==> src/rtl/pct_ram.sv <==
`default_nettype none
module pct_ram #(
  parameter int WIDTH = 8,
  parameter int DEPTH = 256
) (
  input  wire logic                     clk,
  input  wire logic                     wr_en,
  input  wire logic [$clog2(DEPTH)-1:0] wr_addr,
  input  wire logic [WIDTH-1:0]         wr_data,
  input  wire logic                     rd_en,
  input  wire logic [$clog2(DEPTH)-1:0] rd_addr,
  output logic      [WIDTH-1:0]         rd_data
);

  logic [WIDTH-1:0] mem [DEPTH];

  always_ff @(posedge clk) begin
    if (wr_en) begin
      mem[wr_addr] <= wr_data;
    end
    if (rd_en) begin
      rd_data <= mem[rd_addr];
    end
  end

endmodule
`default_nettype wire

==> config.mk <==
export PLATFORM = sky130hd
export DESIGN_NAME = pct_ram
export DESIGN_NICKNAME = d
export VERILOG_FILES = /design/src/rtl/pct_ram.sv
export SDC_FILE = /design/constraint.sdc
export NUM_CORES = 2
export LEC_CHECK = 0
export ABC_AREA = 1
export BUFFER_PORTS_ARGS = -buffer_cell sky130_fd_sc_hd__buf_2
export CORE_MARGIN = 2
export CORE_UTILIZATION = 35
export CTS_CLUSTER_DIAMETER = 150
export DETAILED_ROUTE_END_ITERATION = 7
export SYNTH_ARGS = -nofsm -noshare
export SYNTH_HDL_FRONTEND = slang
export SYNTH_SLANG_ARGS = --single-unit
==> constraint.sdc <==
create_clock -name clk -period 5.1 [get_ports clk]
set_input_delay 0.51 -clock clk [delete_from_list [all_inputs] [get_ports clk]]
set_output_delay 0.51 -clock clk [all_outputs]
set_load 0.005 [all_outputs]
==> flow_results.org <==
** Pwr
- Final Total Pwr :: around 0.036 W
- Cell internal power was estimated by the tool at around 0.028 W.
- In this run the power density over the cells is 387 nW/um2.
- Part of the power in registers :: 0.517
- Leakage power figure :: around 32 nW
- Of the total power, the share spent switching nets is 0.229.
- Maximum VDD drop :: ~0.33 mV
- The share of total power dissipated in the clock network is 0.424.
- In this run the power spent charging and discharging nets is 0.00827 W.
- Of the total power, combinational logic draws 0.059.

** Drt
- Final wirelength :: roughly 230,000 um
- Before antenna repair, the detailed router went through 8 iterations.
- In this run, the number of DRC markers left after iteration 0 of detailed routing was 6,409.
- Routed length per placed instance :: ~23 um
- The detailed router placed 54,200 vias in this run.
- In this run the remaining antenna-violating nets after routing total 0.
- In the routed design, unresolved DRC markers number 0.
- Avg Vias per Cell :: 5.32

** Synth
- Summing every instance area after synthesis gives between 80,000 and 90,000 um2.
- The most used flip-flop cell after synthesis is edfxtp_1.
- The commonest cells after synthesis are nand2_1, edfxtp_1, nand3_1.
- Largest area contributor in the synthesized netlist :: edfxtp_1
- Mean instance size in the synthesized netlist :: roughly 12 um2
- The number of nets handed over by synthesis was about 7,000.
- The most common cell in the synthesized netlist is nand2_1.
- Yosys printed 0 warnings.
- Synth area leaders :: edfxtp_1, nand3_1, nand2_1, buf_2, nor2_1
- Gate Count Post-Synth :: ~7,000
- The share of synthesized area in the top cell type comes to 0.740.
- Sequential element share of the synthesized area :: 0.740
- The synthesized netlist contains 13 unique library cells.
- Synth async-reset ratio :: 0
- Number of enable-type register cells in the synthesized netlist :: between 2,000 and 2,500
- Flop and latch count out of synthesis :: 2,056

** STA
- The total count of max-transition violations in the final report came to 0.
- Setup-violating endpoint count in the final report :: 0
- Clk_skew :: approximately 60 ps
- After layout, the worst setup slack is approximately 2100 ps.
- The number of endpoints with negative hold slack in the final report was 0.
- After routing, the total negative slack on setup checks comes to 0 ps.
- Final period demand of the worst path :: around 3000 ps
- Final period util :: 0.579
- Worst Max-Slew Pin Slew :: ~1200 ps
- Measured against its own limit, the worst slew margin works out to 0.182.
- Setup repair after global routing left no endpoint under its margin.
- Static timing analysis puts the maximum clock frequency at 339 MHz.

** Die
- From left edge to right edge, the die measures around 490 um.
- Standard-cell rows :: around 180
- The total area inside the core boundary comes to ~240,000 um2.
- The die covers around 240,000 um2.
- The die is between 400 and 500 um tall.
- Effective utilization at floorplan :: 0.351
- Boundary pin count :: 35

** Worst setup path
- The worst setup path is of the in2reg kind.
- The worst register-to-register path begins at mem[47][4].
- For the worst setup path, the data arrival time is 3560 ps.
- In this run the worst setup path begins at rd_addr[1].
- Crit-path max FO :: 85
- Startpoint class of the critical path :: input port
- Required time worst endpoint :: 5700 ps
- STA classifies the critical path endpoint as a register.

** Cells and area
- Of the cells placed in the final design, the portion with a size suffix greater than 1 is 0.0597.
- Post-synthesis to final-layout area growth :: 11.7%
- Nets :: 6,876
- Number of standard cells in the layout, taps in and fillers out :: slightly above 10,000
- Final standard cell area without fillers :: roughly 93,000 um2

** Placed design
- Including well taps, the total number of placed cells is 9,807.
- During placement, the flow inserted port buffers numbering 34.
- In this run the cell area measured after placement is 86,400 um2.
- HPWL after DPL :: 128,000 um
- Worst slack at placement :: around 1400 ps
- Routability-driven placement finished with a final weighted congestion of roughly 0.86.

** Clocking
- Root Buffer :: clkbuf_16
- Clock-pin slew reported for the worst setup and hold paths after clock tree synthesis :: roughly 60 ps
- H-tree depth reported by CTS :: 4
- The longest clock path from root to sink contains 3 buffers.
- The tree built by TritonCTS fans out to 2,056 sinks.
- After clock tree synthesis, the setup repair step added 0 buffers.
- Later-pin clock latency in the skew report :: 880 ps
- TritonCTS clock tree :: built
- Number of clock buffers inserted by TritonCTS :: approximately 200

** Run
- Max-cap violations in this run came to 0.

** Min path
- The worst hold path belongs to the class in2reg.
- In this run the most critical hold path is launched from wr_data[1].

** GRT
- Total gr overflow :: 0
- The via count of the first global-routing pass was just over 50,000.
- Initial antenna violation count :: 10
- Global router's overall resource usage :: 0.187
- Largest net degree at the start of global routing :: roughly 190
- Global-route wire length before repair :: ~340,000 um

** Outcome
- Result of the run :: finished clean
area by class of cell:
type | instances | area (um2)
Clock inverter | 133 | 1500
Inverter | 39 | 180
Multi-Input combinational cell | 4425 | 19200
Clock buffer | 248 | 5310
Antenna cell | 4 | 10.0
Tap cell | 3167 | 3960
Fill cell | 22200 | 144000
Timing Repair Buffer | 121 | 1410
Sequential cell | 2056 | 61700
registers in the layout, indices dropped and copies added (netlist names):
signal	cells
rd_data	8
mem	2048
layout by cell type, fill, tap and decap left out, drive strengths merged:
cell type	netlist	final
nand2	2123	2123
edfxtp	2056	2056
nand3	2019	2019
nor2	283	283
clkbuf	112	248
buf	371	120
clkinv	0	96
inv	39	47
bufinv	0	24
clkinvlp	0	5
diode	0	4
dlygate4sd3	0	1
final timing paths:
| kind | endpoint | depth (start not counted) | slack [ps] |
|---|---|---|---|
| max | rd_data[2] | 12 | 2150 |
| min | mem[100][1] | 1 | 70 |
| max reg2reg | rd_data[4] | 10 | 2840 |
| min reg2reg | rd_data[5] | 10 | 1060 |
through the flow:
step | utilization | hold slack [ps]
after floorplan | - | 609
after global placement | 0.364 | 924
after detailed placement | 0.364 | 935
after CTS | 0.393 | 13.9
after global routing | 0.393 | 41.9
final | 0.393 | 67.7
power groups by stage:
stage	logic [W]	clock network, W	registers, W
after floorplan	0.00115	0	0.0190
after global placement	0.00208	0	0.0190
after detailed placement	0.00209	0	0.0190
after CTS	0.00210	0.0155	0.0187
after global routing	0.00228	0.0161	0.0187
final	0.00211	0.0153	0.0187
metal layers:
metal,up-vias,share of wire,global-route usage
met1,26900,0.42,0.258
met2,2362,0.47,0.297
met3,393,0.079,0.0314
met5,-,0.000034,0
li1,24600,-,-
met4,2,0.035,0.0683
worst max-delay path, stage by stage:
cell and delay [ps]:
buf_8 230, inv_8 570, buf_4 490, nand3_1 190
nand3_1 150, nand3_1 190, nand3_1 140, nand3_1 270
nand3_1 390, nand2_1 90, nand2_1 80, nand2_1 50
what timing repair did:
action	in CTS	in global routing
setup endpoints to repair	0	0
hold buffers	1	0
gates resized for setup	0	0
hold endpoints to repair	2	0
cell families (layout without fill, tap and decap cells):
kind of cell / Yosys count / after routing / share of synthesized area
buffers and inverters: 522 / 541 / 0.0312
DFF: 2056 / 2056 / 0.740
other: 0 / 4 / 0
and+or+nand+nor: 4425 / 4425 / 0.229
Note: power is estimated with default switching activity, not from simulation.
